==> src/rtl/core/sbi_pkg.sv <==
package sbi_pkg;

  localparam int unsigned DATA_W = 24;
  localparam int unsigned DIFF_W = DATA_W + 1;
  localparam int unsigned PROD_W = 2 * DIFF_W;
  localparam int unsigned QUOT_W = DIFF_W;

  localparam logic CMD_INSERT = 1'b0;
  localparam logic CMD_QUERY  = 1'b1;

  typedef struct packed {
    logic                     cmd;
    logic signed [DATA_W-1:0] abscissa;
    logic signed [DATA_W-1:0] point_value;
  } in_t;

  typedef struct packed {
    logic signed [DATA_W-1:0] result_value;
    logic                     accepted;
  } out_t;

  typedef struct packed {
    logic ins;
    logic rot;
    logic occ;
    logic first_free;
    logic last;
  } cell_ctl_t;

endpackage

==> src/rtl/core/sbi_div.sv <==
module sbi_div import sbi_pkg::*; (
  input  logic                     clk_i,
  input  logic                     rst_ni,
  input  logic                     start_i,
  input  logic signed [PROD_W-1:0] dividend_i,
  input  logic        [DIFF_W-1:0] divisor_i,
  output logic                     done_o,
  output logic signed [QUOT_W-1:0] quot_o
);

  localparam int unsigned CNT_W = $clog2(QUOT_W);
  localparam logic [CNT_W-1:0] LAST = CNT_W'(QUOT_W - 1);

  logic              run_q, run_d;
  logic              done_q, done_d;
  logic [CNT_W-1:0]  cnt_q, cnt_d;
  logic [DIFF_W-1:0] rem_q, rem_d;
  logic [QUOT_W-1:0] lo_q, lo_d;
  logic [QUOT_W-1:0] q_q, q_d;
  logic              neg_q, neg_d;
  logic [PROD_W-1:0] mag;
  logic [DIFF_W:0]   trial;
  logic [DIFF_W:0]   diff;
  logic              ge;

  always_comb begin
    mag   = dividend_i[PROD_W-1] ? (~dividend_i + 1'b1) : dividend_i;
    trial = {rem_q, lo_q[QUOT_W-1]};
    diff  = trial - {1'b0, divisor_i};
    ge    = trial >= {1'b0, divisor_i};
    run_d  = run_q;
    done_d = 1'b0;
    cnt_d  = cnt_q;
    rem_d  = rem_q;
    lo_d   = lo_q;
    q_d    = q_q;
    neg_d  = neg_q;
    if (start_i) begin
      run_d = 1'b1;
      cnt_d = '0;
      rem_d = mag[PROD_W-1 -: DIFF_W];
      lo_d  = mag[QUOT_W-1:0];
      q_d   = '0;
      neg_d = dividend_i[PROD_W-1];
    end else if (run_q) begin
      rem_d = ge ? diff[DIFF_W-1:0] : trial[DIFF_W-1:0];
      lo_d  = {lo_q[QUOT_W-2:0], 1'b0};
      q_d   = {q_q[QUOT_W-2:0], ge};
      cnt_d = cnt_q + 1'b1;
      if (cnt_q == LAST) begin
        run_d  = 1'b0;
        done_d = 1'b1;
      end
    end
  end

  always_ff @(posedge clk_i or negedge rst_ni) begin
    if (!rst_ni) begin
      run_q  <= 1'b0;
      done_q <= 1'b0;
    end else begin
      run_q  <= run_d;
      done_q <= done_d;
    end
  end

  always_ff @(posedge clk_i) begin
    cnt_q <= cnt_d;
    rem_q <= rem_d;
    lo_q  <= lo_d;
    q_q   <= q_d;
    neg_q <= neg_d;
  end

  assign done_o = done_q;
  assign quot_o = neg_q ? $signed(~q_q + 1'b1) : $signed(q_q);

endmodule

==> config.mk <==
export PLATFORM = sky130hd
export DESIGN_NAME = sbi_div
export DESIGN_NICKNAME = d
export VERILOG_FILES = /design/src/rtl/core/sbi_pkg.sv /design/src/rtl/core/sbi_div.sv
export SDC_FILE = /design/constraint.sdc
export NUM_CORES = 1
export LEC_CHECK = 0
export ABC_AREA = 1
export BUFFER_PORTS_ARGS = -buffer_cell sky130_fd_sc_hd__buf_2
export CORE_UTILIZATION = 47
export DETAILED_ROUTE_END_ITERATION = 8
export GPL_ROUTABILITY_DRIVEN = 0
export PLACE_DENSITY = 0.76
export SKIP_LAST_GASP = 1
export SYNTH_ARGS = -nofsm -noshare
export SYNTH_HDL_FRONTEND = slang
export SYNTH_SLANG_ARGS = --single-unit
==> constraint.sdc <==
create_clock -name clk_i -period 7.2 [get_ports clk_i]
set_input_delay 1.44 -clock clk_i [delete_from_list [all_inputs] [get_ports clk_i]]
set_output_delay 1.44 -clock clk_i [all_outputs]
set_load 0.03 [all_outputs]
======== Yosys cells after proc, flatten, opt, wreduce, memory -nomap -nowiden ========
Index checks and enable logic that the tools add are counted.
cells by class
  $add $sub $neg .......................... 4
  magnitude comparators ................... 1
  eq/ne operators ......................... 1
  mux-type cells .......................... 13
  bitwise operators ....................... 2
  reductions and logical operators ........ 1
operator list
  operator                                       count
  two-way mux 25 bit                             6
  adder 50 x 1 -> 50 bit, second input constant  1
  two-way mux 50 bit                             1
  inverter 50 bit                                1
  greater-or-equal comparator 26 x 25 -> 1 bit   1
  adder 25 x 1 -> 25 bit, second input constant  1
  inverter 25 bit                                1
  subtractor 25 bit                              1
  two-way mux 1 bit                              6
  adder 5 x 1 -> 5 bit, second input constant    1
  equality test 5 bit, second input constant     1
  nonzero test 2 bit                             1
storage, ports and cells
  register bits ........................... 83
  input bits .............................. 78
  output and inout port bits .............. 26
  logic and storage cells ................. 29

======== Depth between registers and ports, before layout ========
Gate-level depths: netlist of run 1.
  word-level depth ........................ 4
  gate-level depth with buffers ........... 15
  depth with buffers taken out ............ 15

======== Worst setup path after synthesis of run 1 ========
Ideal clock, no wire load.
  kind .................................... input-to-reg
  start point ............................. input port start_i
  end point ............................... register lo_q[0], enable pin
  setup time .............................. 0.434 ns
  data arrival time ....................... 3.591 ns
  data required time ...................... 6.766 ns
  path slack .............................. 3.175 ns
  stages on the path ...................... 4
  buffers on the path ..................... 2
  path through ............................ clkbuf_1 -> inv_2 -> nand2_1 -> clkbuf_1
on the way
  longest elaborated chain between the ends .. 1
ends and longest elaborated chain
  item                          line           text
  from (decl)                   sbi_div.sv:4   input logic start_i,
  nonzero test 2 bit (no line)  n/a
  to (signal assigned)          sbi_div.sv:70  lo_q <= lo_d;
  to (decl)                     sbi_div.sv:18  logic [QUOT_W-1:0] lo_q, lo_d;
No other way between the ends.
A chain may end at the register's enable or synchronous reset.

======== Final worst setup path of run 1 ========
  start point ............................. register q_q[1]
  end point ............................... output port quot_o[24]
on the way
  longest elaborated chain between the ends .. 3
ends and longest elaborated chain
  item                    line           text
  from (decl)             sbi_div.sv:19  logic [QUOT_W-1:0] q_q, q_d;
  from (signal assigned)  sbi_div.sv:71  q_q <= q_d;
  inverter 25 bit         sbi_div.sv:76  assign quot_o = neg_q ? $signed(~q_q + 1'b1) : $signed(q_q);
  adder 25 x 1 -> 25 bit  sbi_div.sv:76
  two-way mux 25 bit      sbi_div.sv:76
  to (decl)               sbi_div.sv:8   output logic signed [QUOT_W-1:0] quot_o
No other way between the ends.

==> out/results.txt, run 1 <==
DPL Wire Length = 16,200 um
post-CTS setup repair buffer count = 0
drt via density = 5.11
DRC Markers = 0
Worst Skew = 12.3 ps
worst skew pair latency = 350 ps
Hold Buf Count CTS = 0
TritonCTS clock tree = built
Core ar. = 16,000 sq um
# port buffers = 103
RSZ-0062 raised after global routing = no
Die W = 130 um
crit start category = register
Total GRT Usage = 24.4%
Root Driver = clkbuf_16
Async S/R FF share, synth = 2.41%
CP endpoint kind = output pin
post-CTS sizing = 0
post-synthesis cell count = 1,273
Worst-path clk slew = 70 ps
ant diodes = 0
total wire length = 20,500 um
Worst EP required = 5760 ps
Nets = 1,464
count of different cell masters after synthesis = 36
Starting Density = 48.5%
HP Class = register to register
Setup Viol. Count Final = 0
first-pass GRT wire length = 32,800 um
Netlist Area Pre-Place = 7760 sq um
DR vias = 8,065
dpl ws = 3070 ps
syn nets = 1,381
Peak VDD IR = 0.122 mV
Synth Register Bits = 83
commonest non-fill, non-tap cell in the layout = nand2_1
fin crit share = 53.2%
H-tree Lvls = 3
status = finished clean
wire per inst = 13.0 um
final setup margin = 3370 ps
grt total ovfl = 0
Final Hold Fails = 0
Leak = 0.00467 uW
vias in the first global route = 7,062
Pre-antenna DRT Iters = 7
worst path arrival time = 2390 ps
sequential fraction of the synthesis area = 28.1%
pins over their slew limit = 0
num rows = 46
top_reg_cell synth = edfxtp_1
Worst Setup Path Type = register to output pin
die height = 130 um
most frequent cells in the layout = nand2_1, inv_1, nor2_1
largest net degree at the start of global routing = 72
CTS sink count = 83
die area = 17,000 sq um
Fillers = 1,668
Min Clock Period, post-route = 3830 ps
synth warn = 0
number of synthesized flops with an enable pin = 51
antenna violations before repair = 0
Power Dens Cells = 293 nW/um^2
Slew @ Worst Pin = 1080 ps
relative slew slack = 27.9%
area delta synth->final = 12.2%
setup TNS = 0 ps
max-cap viol count = 0
mean post-synth cell area = 6.09 sq um
Boundary Pins = 104
Peak Freq = 261 MHz
post-route ant nets = 0
layout cells sized above 1 = 10.8%
worst-path fanout max = 4
Iter 0 DRT Violations = 606
cts bufs inserted = 9
clock tree buffer depth = 2
[synthesized netlist by cell type, types with 2 or more instances]
cell type / instances / area, sq um
nand2_1: 406 / 1520
inv_1: 234 / 878
nor2_1: 127 / 477
nand3_1: 112 / 561
edfxtp_1: 51 / 1530
o21ai_0: 47 / 235
nand4_1: 45 / 282
xor2_1: 41 / 359
dfxtp_1: 30 / 601
ha_1: 29 / 363
o22ai_1: 24 / 150
a21oi_1: 23 / 115
clkbuf_1: 17 / 63.8
nor3_1: 12 / 60.1
xnor2_1: 9 / 78.8
inv_2: 8 / 30.0
a31oi_1: 7 / 43.8
buf_2: 7 / 35.0
nor2_2: 6 / 37.5
nor4_1: 6 / 37.5
buf_1: 5 / 18.8
nand2_2: 4 / 25.0
nand3b_1: 3 / 22.5
and2_1: 2 / 12.5
buf_4: 2 / 15.0
buf_6: 2 / 22.5
dfrtp_1: 2 / 50.1
nand3_4: 2 / 35.0
nor3_2: 2 / 20.0
or2_2: 2 / 12.5
[path summary, 6_finish.rpt]
kind | startpoint | slack, ps | endpoint | cells after the start
min in group asynchronous | rst_ni | 860 | done_o | 1
hold reg to reg | cnt_q[4] | 480 | cnt_q[4] | 1
setup / recovery | q_q[1] | 3370 | quot_o[24] | 13
max in group asynchronous | rst_ni | 6240 | run_q | 1
setup reg to reg | rem_q[15] | 4420 | rem_q[22] | 12
hold / removal | cnt_q[4] | 480 | cnt_q[4] | 1
[critical path, cell delays in order, from the launching register on]
cell and delay (ps):
dfxtp_1 310, inv_1 110, ha_1 160, inv_1 50, nor3_1 190, nand2_1 120, nor2_1 190, nand3_1 180
nor2_1 170, a21oi_1 130, nor2_1 120, nand2_1 50, nand2_1 50, buf_2 190
[final cells by class]
cell class	instances	area, sq um	share of cell area [%]
clock inverters	7	73.8	0.848
flip-flops and latches	83	2180	25.1
multi-input cells	914	4510	51.8
inverters	243	912	10.5
clock buffers	9	225	2.59
well taps	216	270	3.10
repair buffers	105	531	6.09
[stage by stage]
stage | hold WS (ps) | util [%] | instances | instance area, sq um | power [uW]
floorplan | 423 | - | 1273 | 7760 | 1770
global placement | 463 | 52.5 | 1561 | 8410 | 2060
detailed placement | 470 | 52.5 | 1561 | 8410 | 2080
CTS | 478 | 54.4 | 1577 | 8710 | 2540
global route | 502 | 54.4 | 1577 | 8710 | 2770
finish | 481 | 54.4 | 1577 | 8710 | 2550
[power breakdown]
| group | internal, uW | total, uW | switching (uW) |
|---|---|---|---|
| clock | 246 | 458 | 212 |
| combinational | 475 | 1400 | 930 |
| sequential | 620 | 688 | 67.3 |
[cells by family (layout without fill, tap and decap cells)]
group	after synthesis	after routing	synth area share [%]
adders and majority gates	30	30	4.93
AOI/OAI and AO/OA	105	105	7.52
DFF	83	83	28.1
xor gates and xnor gates	50	50	5.64
buffers and inverters	276	364	13.8
and+or+nand+nor	729	729	40.0
[state kept, by name, summed over array words and instances, names as in the netlist]
name	flops
rem_q	25
neg_q	1
run_q	1
done_o	1
lo_q	25
q_q	25
cnt_q	5
[per-layer routing]
layer / vias to the layer above / wire (um) / part of all wire (%) / global-route usage [%]
li1: 4199 / - / - / -
met1: 3598 / 9590 / 47 / 33.0
met2: 237 / 9590 / 47 / 40.9
met3: 31 / 928 / 4.5 / 2.57
met4: 0 / 384 / 1.9 / 7.44
met5: - / 0 / 0 / 0
Note: power is estimated with default switching activity, not from simulation.
==> run 2: changes to the inputs <==
==> constraint.sdc (replaced) <==
create_clock -name clk_i -period 3.9 [get_ports clk_i]
set_input_delay 0.78 -clock clk_i [delete_from_list [all_inputs] [get_ports clk_i]]
set_output_delay 0.78 -clock clk_i [all_outputs]
set_load 0.03 [all_outputs]
==> out/results.txt, run 2 (synthesis gave the netlist of run 1 again) <==
wire per inst = 13.2 um (+1.5%)
HP Class = primary input to asynchronous set/reset pin
worst-path fanout max = 3 (-1)
cts bufs inserted = 9 (unchanged)
register area = 2180 sq um (unchanged)
Worst Setup Path Type = register to output pin
setup TNS = 0 ps (unchanged)
Leak = 0.00469 uW (+0.54%)
worst path arrival time = 2460 ps (+70 ps)
status = finished clean
drt via density = 5.06 (-1.0%)
clock tree buffer depth = 2 (unchanged)
pins over their slew limit = 0 (unchanged)
first-pass GRT wire length = 33,700 um (+2.8%)
Gate power share = 55.4% (+0.3 points)
R2R depth = 10 (-2)
post-CTS setup repair buffer count = 0 (unchanged)
max-cap viol count = 0 (unchanged)
Die W = 130 um (unchanged)
dpl ws = 909 ps (-2160 ps)
CP max stage delay = 330 ps (+20 ps)
CTS sink count = 83 (unchanged)
Worst EP required = 3120 ps (-2640 ps)
post-CTS sizing = 0 (unchanged)
Peak VDD IR = 0.234 mV (+93%)
# port buffers = 103 (unchanged)
Worst setup startpoint = q_q[0]
Peak Freq = 309 MHz
area of the multi-input gates = 4510 sq um (unchanged)
commonest non-fill, non-tap cell in the layout = nand2_1
Net Sw Frac = 47.0% (-0.43 points)
Seq pwr share = 26.8% (-0.2 points)
sw power = 2230 uW (+84%)
fin crit share = 83.1%
Worst Skew = 4.84 ps (-7.47 ps)
TritonCTS clock tree = built
final setup margin = 660 ps (-2710 ps)
Root Driver = clkbuf_16
DRC Markers = 0 (unchanged)
DPL Wire Length = 16,600 um (+2.3%)
Pre-antenna DRT Iters = 5 (-2)
Setup Viol. Count Final = 0 (unchanged)
Non-Filler Instances = 1,582 (+0.32%)
Worst-path clk slew = 60 ps (about the same)
Starting Density = 48.5% (unchanged)
Slowest cell on crit path = dfxtp_1
die area = 17,000 sq um (unchanged)
layout cells sized above 1 = 11.0% (+0.19 points)
relative slew slack = 47.2% (+19 points)
antenna violations before repair = 1 (+1)
Slew @ Worst Pin = 789 ps (-288 ps)
grt total ovfl = 0 (unchanged)
reg2reg end = rem_q[1]
Hold Buf Count CTS = 0 (unchanged)
worst r2r src = rem_q[7]
CP endpoint kind = output pin
Core ar. = 16,000 sq um (unchanged)
H-tree Lvls = 3 (unchanged)
Final Hold Fails = 0 (unchanged)
Clk pwr share = 17.8% (-0.2 points)
P_int = 2510 uW (+87%)
crit start category = register
vias in the first global route = 7,254 (+2.7%)
Iter 0 DRT Violations = 520 (-14%)
flop2flop setup slack = 1300 ps (-3120 ps)
worst skew pair latency = 340 ps (about the same)
Final Util = 54.7% (+0.26 points)
area delta synth->final = 12.7%
most frequent cells in the layout = nand2_1, inv_1, nor2_1
Power Dens Cells = 542 nW/um^2 (+85%)
die height = 130 um (unchanged)
post-route ant nets = 0 (unchanged)
CP Capture Point = quot_o[24]
# placed instances = 1,565 (+0.26%)
Min Clock Period, post-route = 3240 ps
RSZ-0062 raised after global routing = no
num rows = 46 (unchanged)
Fillers = 1,680 (+0.72%)
top flop regs = lo_q x25, q_q x25, rem_q x25
largest net degree at the start of global routing = 71 (-1.4%)
Nets = 1,468 (+0.27%)
total wire length = 20,900 um (+1.8%)
CP Cell Sequence = inv_1 -> ha_1 -> inv_1 -> nor3_1 -> nand2_1 -> nor2_1 -> nand3_1 -> nor2_1 -> a21oi_1 -> o21ai_0 -> nand2_1 -> buf_2
Boundary Pins = 104 (unchanged)
Total GRT Usage = 25.3% (+0.90 points)
DR vias = 8,007 (-0.72%)
run 2: cell types whose count changed in the layout (fill, tap and decap cells not counted), sizes merged:
cell	change
buf	+4
clkbuf	+2
inv	-2
diode	+1
run 2: per-stage QoR:
stage                     power, uW  hold WS (ps)  instance area [sq um]
after floorplan                3270           423                   7760
after global placement         3850           435                   8450
after detailed placement       3870           449                   8450
after CTS                      4730           202                   8740
after global routing           5140           203                   8740
final                          4740           212                   8750
run 2: critical path: cells and delay by family (launching register included):
kind | cells | cell delay [ps]
AND/OR/NAND/NOR | 6 | 970
AO/OA/AOI/OAI | 2 | 320
adder cells (fa/ha/maj) | 1 | 150
flip-flops | 1 | 330
buffers and inverters | 3 | 330
run 2: metal layers:
layer | GRT usage, % | routed length (um)
met2 | 41.5 | 9600
met5 | 0 | 8
met3 | 2.93 | 854
met1 | 34.0 | 9890
met4 | 9.74 | 508
run 2: power groups by stage:
stage / clock network [uW] / registers, uW / logic (uW)
after floorplan: 0 / 1220 / 2040
after global placement: 0 / 1280 / 2560
after detailed placement: 0 / 1290 / 2580
after CTS: 857 / 1270 / 2600
after global routing: 890 / 1280 / 2960
final: 844 / 1270 / 2620
run 2: area by class of cell:
type	count	share of cell area (%)
tap	216	3.09
inverter	243	10.4
clock buffer	11	2.90
multi-input combinational	914	51.6
timing repair buffer	109	6.55
antenna	1	0.0286
sequential	83	24.9
clock inverter	5	0.472
run 2: worst min-delay path by stage:
stage,from,endpoint,slack [ps],depth (start not counted)
floorplan,cnt_q[4],cnt_q[4],420,1
global placement,cnt_q[4],cnt_q[4],440,1
detailed placement,cnt_q[4],cnt_q[4],450,1
CTS,rst_ni,run_q,200,1
global route,rst_ni,run_q,200,1
finish,rst_ni,run_q,210,1
