File: src/rtl/core/sbi_pkg.sv
package sbi_pkg;

  localparam int unsigned DATA_W = 24;
  localparam int unsigned DIFF_W = DATA_W + 1;
  localparam int unsigned PROD_W = 2 * DIFF_W;
  localparam int unsigned QUOT_W = DIFF_W;

  localparam logic CMD_INSERT = 1'b0;
  localparam logic CMD_QUERY  = 1'b1;

  typedef struct packed {
    logic                     cmd;
    logic signed [DATA_W-1:0] abscissa;
    logic signed [DATA_W-1:0] point_value;
  } in_t;

  typedef struct packed {
    logic signed [DATA_W-1:0] result_value;
    logic                     accepted;
  } out_t;

  typedef struct packed {
    logic ins;
    logic rot;
    logic occ;
    logic first_free;
    logic last;
  } cell_ctl_t;

endpackage

File: src/rtl/core/sbi_cell.sv
module sbi_cell import sbi_pkg::*; (
  input  logic                     clk_i,
  input  cell_ctl_t                ctl_i,
  input  logic signed [DATA_W-1:0] x_i,
  input  logic signed [DATA_W-1:0] p_i,
  input  logic signed [DATA_W-1:0] prev_a_i,
  input  logic signed [DATA_W-1:0] prev_p_i,
  input  logic                     prev_gt_i,
  input  logic signed [DATA_W-1:0] next_a_i,
  input  logic signed [DATA_W-1:0] next_p_i,
  input  logic signed [DATA_W-1:0] head_a_i,
  input  logic signed [DATA_W-1:0] head_p_i,
  output logic signed [DATA_W-1:0] a_o,
  output logic signed [DATA_W-1:0] p_o,
  output logic                     gt_o
);

  logic signed [DATA_W-1:0] a_q, a_d;
  logic signed [DATA_W-1:0] p_q, p_d;

  assign gt_o = ctl_i.occ && (a_q > x_i);
  assign a_o  = a_q;
  assign p_o  = p_q;

  always_comb begin
    a_d = a_q;
    p_d = p_q;
    if (ctl_i.ins) begin
      if (gt_o || ctl_i.first_free) begin
        if (prev_gt_i) begin
          a_d = prev_a_i;
          p_d = prev_p_i;
        end else begin
          a_d = x_i;
          p_d = p_i;
        end
      end
    end else if (ctl_i.rot) begin
      if (ctl_i.last) begin
        a_d = head_a_i;
        p_d = head_p_i;
      end else begin
        a_d = next_a_i;
        p_d = next_p_i;
      end
    end
  end

  always_ff @(posedge clk_i) begin
    a_q <= a_d;
    p_q <= p_d;
  end

endmodule

File: config.mk
export PLATFORM = sky130hd
export DESIGN_NAME = sbi_cell
export DESIGN_NICKNAME = d
export VERILOG_FILES = /design/src/rtl/core/sbi_pkg.sv /design/src/rtl/core/sbi_cell.sv
export SDC_FILE = /design/constraint.sdc
export NUM_CORES = 1
export LEC_CHECK = 0
export ABC_AREA = 0
export ABC_CLOCK_PERIOD_IN_PS = 5100
export BUFFER_PORTS_ARGS = -buffer_cell sky130_fd_sc_hd__clkbuf_2
export CORE_UTILIZATION = 28
export CTS_CLUSTER_DIAMETER = 50
export DETAILED_ROUTE_END_ITERATION = 12
export GPL_TIMING_DRIVEN = 1
export PLACE_DENSITY_LB_ADDON = 0.1
export SLEW_MARGIN = 0
export SYNTH_ARGS = -nofsm -noshare
export SYNTH_HDL_FRONTEND = slang
export SYNTH_SLANG_ARGS = --single-unit
File: constraint.sdc
create_clock -name clk_i -period 5.1 [get_ports clk_i]
set_input_delay 0.51 -clock clk_i [delete_from_list [all_inputs] [get_ports clk_i]]
set_output_delay 0.51 -clock clk_i [all_outputs]
set_load 0.005 [all_outputs]
After elaboration in Yosys (flattened, before gate mapping)
Index checks and enable logic that the tools add are counted.
W data, S select, Z words.
{"block": "word_totals", "register_bits": 48, "output_inout_bits": 49, "inputBits": 199, "word_cells": 18}
{"block": "classes", "n_reduce_logical": 4, "n_lt_le_gt_ge": 1, "eq_ne": 1, "n_mux": 10}
{"operator": "$mux W24", "count": 10}
{"operator": "$gt A24 B24 Y1", "count": 1}
{"operator": "$ne A2 B1 Y1 const B", "count": 1}
{"operator": "$reduce_and A2 Y1", "count": 1}
{"operator": "$reduce_bool A2 Y1", "count": 1}
{"operator": "$logic_and A1 B1 Y1", "count": 1}
{"operator": "$logic_or A1 B1 Y1", "count": 1}

Depth between registers and ports, before layout
Gate-level depths: netlist (run 1).
{"block": "depth", "ltp_word": 5, "mapped_depth": 8}

Worst setup path before layout (run 1)
Ideal clock, no wire load.
{"block": "synth_path", "kind": "input port to flip-flop", "startpoint": "input x_i[23]", "endpoint": "register a_q[0], in the netlist a_o[0] (enable)", "stages": 8, "t_arrival_ns": 2.948, "path_slack_ns": 1.445, "t_required_ns": 4.393, "cell_sequence": "inv_1 ha_1 nand4_2 nor4_4 nand2_1 o31a_1 nand4bb_1 nand3_1"}
{"block": "synth_via", "elab_chain_cells": 5}
{"element": "start: declaration", "line_no": "sbi_cell.sv:4", "source": "input logic signed [DATA_W-1:0] x_i,"}
{"element": "$gt A24 B24 Y1", "line_no": "sbi_cell.sv:21", "source": "assign gt_o = ctl_i.occ && (a_q > x_i);"}
{"element": "$logic_and A1 B1 Y1", "line_no": "sbi_cell.sv:21"}
{"element": "$logic_or A1 B1 Y1", "line_no": "sbi_cell.sv:29", "source": "if (gt_o || ctl_i.first_free) begin"}
{"element": "$ne A2 B1 Y1 (no source line)"}
{"element": "$reduce_and A2 Y1 (no source line)"}
{"element": "end signal: assignment", "line_no": "sbi_cell.sv:50", "source": "a_q <= a_d;"}
{"element": "end: declaration", "line_no": "sbi_cell.sv:18", "source": "logic signed [DATA_W-1:0] a_q, a_d;"}
No other way between the ends.
A chain may end at the register's enable or synchronous reset.

Final worst setup path (run 1)
{"block": "layout_path", "startpoint": "register a_q[19], in the netlist a_o[19]", "endpoint": "register a_q[13], in the netlist a_o[13] (enable)"}
{"block": "layout_via", "elab_chain_cells": 5}
{"element": "$gt A24 B24 Y1", "line_no": "sbi_cell.sv:21"}
{"element": "$logic_and A1 B1 Y1", "line_no": "sbi_cell.sv:21"}
{"element": "$logic_or A1 B1 Y1", "line_no": "sbi_cell.sv:29"}
{"element": "$ne A2 B1 Y1 (no source line)"}
{"element": "$reduce_and A2 Y1 (no source line)"}
No other way between the ends.

==> results.py, run 1 <==
metrics = {
    "run_status": {
        "status": "finished clean",
    },
    "yosys": {
        "synth_edf_count": 48,
        "syn_avg_cell_area_um2": 9.95,
        "ys_types": 27,
        "synthesis.nets": 585,
        "synth-seq-cells": 48,
        "synthArstFlopShare_pct": 0,
        "netlist.area_leader.share_pct": 40.0,
        "synthFlopType": "edfxtp_1",
        "seq_area_frac_synth_pct": 40.0,
        "syn_area_mm2": 0.00360,
        "netlist.top_cell.by_area": "edfxtp_1",
        "synthTopCellsByArea": "edfxtp_1 40%, mux2i_1 14%, a211oi_1 10%",
        "postSynthCellCount": 362,
        "yosysWarnings": 0,
    },
    "timing": {
        "worst_pin_slew_ns": 0.883,
        "drv_slew": 0,
        "hold_viol_final": 0,
        "finalCritPeriodShare_pct": 62.4,
        "min_period_ns": 3.18,
        "relSlewSlack_pct": 41.1,
        "finalSetupViolCount": 0,
        "worst_hold_slack_ns": 0.581,
        "fmax_mhz": 314,
        "grt_setup_unrepaired": "false",
        "finalSetupTns_ns": 0,
        "setup_ws_ns": 1.92,
        "skew_ns": 0.00565,
    },
    "power_and_ir_drop": {
        "swShare_pct": 27.9,
        "clkPwrFrac_pct": 26.7,
        "power_density_mw_per_mm2": 228,
        "p_sw_uw": 325,
        "ir_worst_vdd_mv": 0.131,
        "leakagePower_nw": 2.51,
        "comb_power_share_pct": 29.0,
        "p_int_uw": 842,
        "seqPwrFrac_pct": 44.3,
    },
    "setup_path": {
        "cp_slowest_cell": "nand3_2",
        "crit_required_ns": 5.10,
        "end_kind": "flip-flop",
        "r2r_cells": 8,
        "r2r-end": "a_o[13]",
        "cp-start-kind": "flip-flop",
        "crit_chain": "ha_1 -> nand4_1 -> nor4_4 -> nand2_1 -> o31a_1 -> nand4bb_1 -> nand3_2 -> buf_4",
        "regToRegSetupSlack_ns": 1.92,
        "crit_family": "simple AND/OR/NAND/NOR gates",
        "worstSetupPathType": "reg -> reg",
        "timing.critical_path.buf_inv": 1,
        "crit_arrival_ns": 3.18,
        "timing.rr.start": "a_o[19]",
        "critPathMaxFanout": 25,
        "max_stage_delay_ns": 0.51,
    },
    "route": {
        "drt-total-wl_um": 10500,
        "wire_per_inst_um": 13.7,
        "vias": 3456,
        "drt-initial-drc-count": 79,
        "ant_nets": 0,
        "drc_errors": 0,
        "vias_per_cell": 4.52,
        "dr.pass1.iters": 4,
    },
    "floorplanning": {
        "coreArea_mm2": 0.0126,
        "die_height_um": 115,
        "die_w_um": 115,
        "die_area_mm2": 0.0133,
        "initial_core_util_pct": 28.7,
        "placementRows": 41,
        "pin_count": 248,
    },
    "job": {
        "maxCapViolCount": 0,
    },
    "min_path": {
        "holdPathStages": 3,
        "hp-class": "in -> reg",
        "min_from": "head_p_i[19]",
        "min_to": "p_o[19]",
    },
    "clock_network": {
        "clk_latency_ns": 0.28,
        "hold_buffers": 0,
        "post_cts_resized": 0,
        "cts_sinks": 48,
        "cts_made_buffers": 5,
        "max-clock-path-buffers": 2,
        "clk_pin_slew_ns": 0.06,
        "cts-root-buf": "clkbuf_16",
        "htree_levels": 2,
        "cts_setup_buffers": 0,
        "cts_tree": "yes",
    },
    "grt": {
        "grt_start_max_net_pins": 97,
        "grt-ovfl-total": 0,
        "grt_pass1_wl_um": 16000,
        "antenna_found_initial": 0,
        "grt_usage_pct": 15.5,
        "grt_pass1_vias": 3336,
    },
    "place": {
        "place_ws_ns": 1.57,
        "gp_congestion": 0.710,
        "dp.cells": 757,
        "hpwl_um": 8370,
        "dpl_cell_area_mm2": 0.00498,
        "numPortBuffers": 247,
    },
    "final_layout": {
        "drive_gt1_share_pct": 43.8,
        "antenna_cells": 0,
        "design_area_mm2": 0.00511,
        "fin_cells": 764,
        "fillers": 1298,
        "fin_nets": 815,
        "area_growth_pct": 42.0,
    },
}
synth_stat cells, drive strengths merged (2+ instances only):
cell type	instances
a21oi	58
mux2i	49
a211oi	48
edfxtp	48
nor2b	48
inv	25
ha	24
clkbuf	22
nand2	9
nand4	6
buf	5
o21ai	4
nand2b	2
nand3	2
nor2	2
final cells by class:
cell class                      count  area (um2)  area share, %
Multi-Input combinational cell    262        1970           38.5
Sequential cell                    48        1440           28.2
Timing Repair Buffer              250        1260           24.7
Tap cell                          172         215           4.21
Clock buffer                        6         129           2.52
Inverter                           25        93.8           1.83
Clock inverter                      1        5.00         0.0978
cells by family after synthesis:
group	synth area share (%)
XOR/XNOR	0.243
buffers and inverters	5.52
AO/OA/AOI/OAI	19.7
adder cells (fa/ha/maj)	8.34
flip-flops	40.0
multiplexers	13.6
AND/OR/NAND/NOR	12.5
layer usage:
metal / GRT usage (%) / part of all wire, %
met1: 18.2 / 42
met2: 28.0 / 49
met3: 4.18 / 8.2
met4: 3.20 / 1.0
met5: 0 / 0
placed cells by master, fill, tap and decap left out, types with 2 or more instances in the layout:
master,synthesis,layout
nor2_1,2,2
nor2b_1,48,48
nand2_1,9,9
edfxtp_1,48,48
clkbuf_16,0,5
nand4_1,5,5
mux2i_1,49,49
clkbuf_2,0,244
a211oi_1,48,48
inv_1,25,25
a21oi_1,58,58
ha_1,24,24
nand2b_1,2,2
o21ai_0,4,4
buf_4,0,5
worst max-delay path by stage:
stage	startpoint	endpoint	depth (start not counted)
3_3_place_gp	x_i[19]	a_o[15]	10
2_1_floorplan	x_i[23]	a_o[0]	8
6_report	a_o[19]	a_o[13]	8
3_5_place_dp	x_i[19]	a_o[9]	10
4_1_cts	a_o[19]	a_o[12]	8
5_1_grt	a_o[19]	a_o[12]	8
power by group through the flow:
stage	clock (mW)	combinational, mW	sequential, mW
6_report	0.312	0.339	0.517
5_1_grt	0.340	0.386	0.521
3_3_place_gp	0	0.344	0.524
4_1_cts	0.324	0.349	0.517
2_1_floorplan	0	0.169	0.530
3_5_place_dp	0	0.347	0.525
worst register-to-register path: cells and delay by family, from the launching register on:
kind | cells | cell delay (ns)
flops | 1 | 0.40
buf+inv | 1 | 0.47
fa+ha+maj | 1 | 0.33
simple gates | 5 | 1.36
compound gates | 1 | 0.33
sequential cells by signal, indices dropped and copies added (netlist names):
signal / cells
a_o: 24
p_o: 24
per-stage QoR:
step | util, % | total power, mW
floorplan | - | 0.699
global placement | 39.6 | 0.868
detailed placement | 39.6 | 0.872
CTS | 40.7 | 1.19
global route | 40.7 | 1.25
finish | 40.7 | 1.17
Power figures use the tool's default switching activity.
==> run 2: changes to the inputs <==
- ABC_AREA: 0 -> 1
- ABC_CLOCK_PERIOD_IN_PS: 5100 -> 3100
- clock period: 5.1 -> 3.1 ns (I/O delays scaled with it)
==> results.py, run 2 <==
metrics = {
    "run_status": {
        "status": "finished clean",
    },
    "final_layout": {
        "fin_nets": 894,
        "final_cell_mix": "247 x clkbuf_2, 82 x o21ai_0, 81 x nor2_1",
        "antenna_cells": 0,
        "area_growth_pct": 44.9,
        "register_area_mm2": 0.00144,
        "fin_util_pct": 41.5,
        "drive_gt1_share_pct": 40.0,
        "fillers": 1265,
        "final_common_cell": "clkbuf_2",
        "multi_input_area_mm2": 0.00175,
    },
    "setup_path": {
        "max_stage_delay_ns": 0.41,
        "end_kind": "flip-flop",
        "regToRegSetupSlack_ns": 0.66,
        "timing.rr.start": "a_o[23]",
        "r2r-end": "p_o[0]",
        "crit_end": "p_o[0]",
        "crit_arrival_ns": 2.37,
        "critPathMaxFanout": 32,
        "crit_required_ns": 3.04,
        "r2r_cells": 10,
        "cp_slowest_cell": "edfxtp_1",
        "critPathMostFrequentCell": "nand2_1",
        "worstSetupPathType": "reg -> reg",
        "crit_chain": "ha_1 -> nand2_1 -> nor2_2 -> nand2_2 -> nor3_2 -> nand2_1 -> nand3_1 -> nand3_2 -> a21oi_4 -> buf_4",
        "cp-start-kind": "flip-flop",
        "cp-startpoint": "a_o[23]",
    },
    "yosys": {
        "ys_types": 25,
        "synth_edf_count": 48,
        "yosysWarnings": 0,
        "netlist.top_cell.by_area": "edfxtp_1",
        "seq_area_frac_synth_pct": 42.1,
        "synthArstFlopShare_pct": 0,
        "synthesis.nets": 661,
        "synthFlopType": "edfxtp_1",
        "syn_avg_cell_area_um2": 7.82,
        "synthTopCellsByArea": "edfxtp_1 42%, o21ai_0 12%, nor2_1 8.9%",
        "netlist.area_leader.share_pct": 42.1,
        "synth.top_cells.by_count": "82 x o21ai_0, 81 x nor2_1, 48 x edfxtp_1",
        "postSynthCellCount": 438,
        "syn_area_mm2": 0.00342,
        "yosysMostFrequentCell": "o21ai_0",
        "synth-seq-cells": 48,
    },
    "route": {
        "drt-initial-drc-count": 139,
        "vias": 3885,
        "vias_per_cell": 4.74,
        "wire_per_inst_um": 14.3,
        "ant_nets": 0,
        "drt-total-wl_um": 11700,
        "dr.pass1.iters": 6,
        "drc_errors": 0,
    },
    "grt": {
        "grt_pass1_wl_um": 18400,
        "antenna_found_initial": 0,
        "grt-ovfl-total": 0,
        "grt_start_max_net_pins": 72,
        "grt_pass1_vias": 3795,
        "grt_usage_pct": 18.5,
    },
    "timing": {
        "grt_setup_unrepaired": "false",
        "finalSetupTns_ns": 0,
        "fmax_mhz": 411,
        "relSlewSlack_pct": 46.4,
        "finalCritPeriodShare_pct": 78.6,
        "hold_viol_final": 0,
        "worst_pin_slew_ns": 0.803,
        "drv_slew": 0,
        "min_period_ns": 2.44,
        "skew_ns": 0.00447,
        "finalSetupViolCount": 0,
    },
    "place": {
        "numPortBuffers": 247,
        "gp_congestion": 0.794,
        "hpwl_um": 8900,
    },
    "floorplanning": {
        "die_height_um": 113,
        "pin_count": 248,
        "die_area_mm2": 0.0127,
        "die_w_um": 113,
        "placementRows": 40,
        "initial_core_util_pct": 28.6,
        "coreArea_mm2": 0.0120,
    },
    "clock_network": {
        "post_cts_resized": 0,
        "clk_pin_slew_ns": 0.06,
        "max-clock-path-buffers": 2,
        "cts_sinks": 48,
        "htree_levels": 2,
        "clk_latency_ns": 0.28,
        "cts-root-buf": "clkbuf_16",
        "cts_made_buffers": 5,
        "cts_setup_buffers": 0,
        "hold_buffers": 0,
        "cts_tree": "yes",
    },
    "power_and_ir_drop": {
        "leakagePower_nw": 2.48,
        "power_density_mw_per_mm2": 402,
        "ir_worst_vdd_mv": 0.200,
    },
    "job": {
        "maxCapViolCount": 0,
    },
    "min_path": {
        "hp-class": "in -> reg",
    },
}
run 2: changes by cell type in the layout (fill, tap and decap cells not counted), moves of 3 or more:
cell,delta
nand3_1,+4
o21ai_1,+37
nor2_1,+79
inv_1,+8
clkbuf_2,+3
mux2i_1,-49
nand2_1,+22
a211oi_1,-48
nand4_1,-5
inv_2,+3
a21oi_1,-28
nor2b_1,-48
o22ai_1,+25
o21ai_0,+78
run 2: cell type report:
class | instances | share of cell area, %
Tap cell | 147 | 3.71
Clock inverter | 3 | 0.757
Multi-Input combinational cell | 326 | 35.3
Clock buffer | 5 | 2.52
Timing Repair Buffer | 254 | 26.0
Sequential cell | 48 | 29.1
Inverter | 36 | 2.72
run 2: where the power goes:
part / internal, mW / leakage, nW / switching, mW / total [mW]
registers: 0.812 / 0.481 / 0.0295 / 0.842
clock network: 0.375 / 0.0789 / 0.230 / 0.606
logic: 0.250 / 1.92 / 0.297 / 0.547
total: 1.44 / 2.48 / 0.556 / 1.99
run 2: kinds of logic (layout without fill, tap and decap cells):
group | Yosys count | after routing | synth area share [%]
buffers and inverters | 64 | 298 | 7.05
flip-flops | 48 | 48 | 42.1
AO/OA/AOI/OAI | 179 | 179 | 27.5
AND/OR/NAND/NOR | 123 | 123 | 14.6
adder cells (fa/ha/maj) | 24 | 24 | 8.77
run 2: how the worst min path moves through the flow:
stage                         to         from  slack (ns)  cells past startpoint
after global routing      a_o[6]  prev_a_i[6]        0.33                      3
after floorplan           a_o[1]  prev_a_i[1]        0.50                      2
final                     a_o[3]  prev_a_i[3]        0.32                      3
after detailed placement  a_o[3]  prev_a_i[3]        0.61                      3
after global placement    a_o[6]  prev_a_i[6]        0.61                      3
after CTS                 a_o[6]  prev_a_i[6]        0.32                      3
run 2: worst max-delay path: cells and delay by family (launching register included):
| kind | cells | cell delay [ns] |
|---|---|---|
| simple gates | 7 | 0.76 |
| buf+inv | 1 | 0.40 |
| flops | 1 | 0.41 |
| fa+ha+maj | 1 | 0.36 |
| compound gates | 1 | 0.14 |
run 2: metrics by stage:
stage	instance area [um2]	cells	hold WS (ns)	setup slack, ns	total power, mW
6_report	4960	819	0.324	0.665	1.99
5_1_grt	4960	819	0.330	0.453	2.12
4_1_cts	4960	819	0.318	0.611	2.03
3_5_place_dp	4800	811	0.615	0.609	1.41
3_3_place_gp	4800	811	0.609	0.693	1.41
2_1_floorplan	3430	438	0.505	0.427	1.13
run 2: metal layers:
layer	GRT usage, %	wire [um]
met3	5.13	899
met1	21.7	4970
met4	3.64	93
met5	0	0
met2	33.6	5770
==> run 3: changes to the inputs <==
- ABC_CLOCK_PERIOD_IN_PS: 3100 -> 2500
- clock period: 3.1 -> 2.5 ns (I/O delays scaled with it)
==> results.py, run 3 (synthesis gave the netlist of run 2 again) <==
metrics = {
    "final_layout": {
        "area_growth_pct": 47.0,
        "final_cell_mix": "247 x clkbuf_2, 82 x o21ai_0, 80 x nor2_1",
        "fin_nets": 895,
        "antenna_cells": 0,
        "final_common_cell": "clkbuf_2",
        "fin_cells": 819,
        "design_area_mm2": 0.00503,
        "drive_gt1_share_pct": 41.5,
        "fillers": 1302,
    },
    "setup_path": {
        "crit_required_ns": 2.25,
        "max_stage_delay_ns": 0.40,
        "cp_slowest_cell": "edfxtp_1",
        "crit_chain": "ha_1 -> a21oi_1 -> nand2_1 -> nand3_1 -> nand2_1 -> nor2_1 -> nand2_1 -> nand2_1 -> nand3_2 -> inv_1 -> clkbuf_2",
        "worstSetupPathType": "reg -> out",
        "critPathMostFrequentCell": "nand2_1",
        "end_kind": "primary output",
        "timing.critical_path.buf_inv": 2,
        "critPathMaxFanout": 2,
        "crit_family": "simple AND/OR/NAND/NOR gates",
        "crit_arrival_ns": 1.95,
        "cp-start-kind": "flip-flop",
    },
    "route": {
        "ant_nets": 0,
        "drc_errors": 0,
        "dr.pass1.iters": 4,
        "drt-total-wl_um": 11900,
        "drt-initial-drc-count": 156,
        "vias": 3907,
        "vias_per_cell": 4.77,
        "wire_per_inst_um": 14.6,
    },
    "clock_network": {
        "clk_pin_slew_ns": 0.06,
        "htree_levels": 2,
        "hold_buffers": 0,
        "max-clock-path-buffers": 2,
        "cts_tree": "yes",
        "cts-root-buf": "clkbuf_16",
        "cts_setup_buffers": 0,
        "post_cts_resized": 0,
        "cts_sinks": 48,
        "cts_made_buffers": 5,
        "clk_latency_ns": 0.28,
    },
    "min_path": {
        "hp-class": "in -> reg",
    },
    "floorplanning": {
        "die_height_um": 113,
        "pin_count": 248,
        "die_area_mm2": 0.0127,
        "coreArea_mm2": 0.0120,
        "die_w_um": 113,
        "placementRows": 40,
        "initial_core_util_pct": 28.6,
    },
    "grt": {
        "antenna_found_initial": 0,
        "grt_start_max_net_pins": 49,
        "grt-ovfl-total": 0,
        "grt_usage_pct": 18.7,
        "grt_pass1_vias": 3735,
        "grt_pass1_wl_um": 18500,
    },
    "timing": {
        "hold_viol_final": 0,
        "drv_slew": 0,
        "grt_setup_unrepaired": "false",
        "finalCritPeriodShare_pct": 87.9,
        "skew_ns": 0.00513,
        "worst_pin_slew_ns": 0.784,
        "finalSetupTns_ns": 0,
        "finalSetupViolCount": 0,
        "relSlewSlack_pct": 47.7,
        "fmax_mhz": 455,
        "min_period_ns": 2.20,
    },
    "place": {
        "hpwl_um": 9320,
        "numPortBuffers": 247,
        "gp_congestion": 0.799,
        "dpl_cell_area_mm2": 0.00490,
        "dp.cells": 812,
    },
    "power_and_ir_drop": {
        "power_density_mw_per_mm2": 477,
        "leakagePower_nw": 2.49,
        "ir_worst_vdd_mv": 0.257,
    },
    "run_status": {
        "status": "finished clean",
    },
    "job": {
        "maxCapViolCount": 0,
    },
}
run 3: worst reg2reg max path, stage by stage (launching register included):
cell	delay, ns
edfxtp_1	0.40
ha_1	0.31
a21oi_1	0.17
nand2_1	0.08
nand3_1	0.07
nand2_1	0.05
nor2_1	0.11
nand2_1	0.06
nand2_1	0.07
nand3_2	0.11
a21oi_4	0.23
buf_12	0.22
run 3: final timing paths:
kind | startpoint | endpoint | slack, ns | depth (start not counted)
max | a_o[15] | gt_o | 0.30 | 11
min reg2reg | a_o[23] | a_o[23] | 1.20 | 5
min | prev_a_i[5] | a_o[5] | 0.27 | 3
max reg2reg | a_o[15] | a_o[10] | 0.32 | 11
run 3: final cells by class:
type / count / area, um2 / area share, %
Clock buffer: 6 / 129 / 2.56
Inverter: 36 / 135 / 2.68
Timing Repair Buffer: 255 / 1320 / 26.2
Tap cell: 147 / 184 / 3.65
Multi-Input combinational cell: 326 / 1820 / 36.1
Sequential cell: 48 / 1440 / 28.6
Clock inverter: 1 / 5.00 / 0.0994
run 3: power breakdown:
group | leakage, nW | switching (mW) | internal [mW] | total, mW
combinational | 1.94 | 0.383 | 0.336 | 0.719
sequential | 0.481 | 0.0392 | 1.01 | 1.05
clock | 0.0667 | 0.271 | 0.364 | 0.635
run 3: per-layer routing:
layer | wire (um) | up-vias | GRT usage [%]
met5 | 0 | - | 0
met1 | 4820 | 1727 | 21.2
met2 | 6010 | 167 | 34.6
met3 | 981 | 8 | 5.29
li1 | - | 2005 | -
met4 | 112 | 0 | 3.73
run 3: metrics by stage:
step                power [mW]  utilization [%]  hold slack (ns)  worst slack (ns)
floorplan                 1.42                -            0.445           -0.0947
global placement          1.79             41.0            0.561             0.318
detailed placement        1.80             41.0            0.561             0.287
CTS                       2.44             42.1            0.268             0.265
global route              2.57             42.1            0.285            0.0836
finish                    2.40             42.1            0.273             0.302
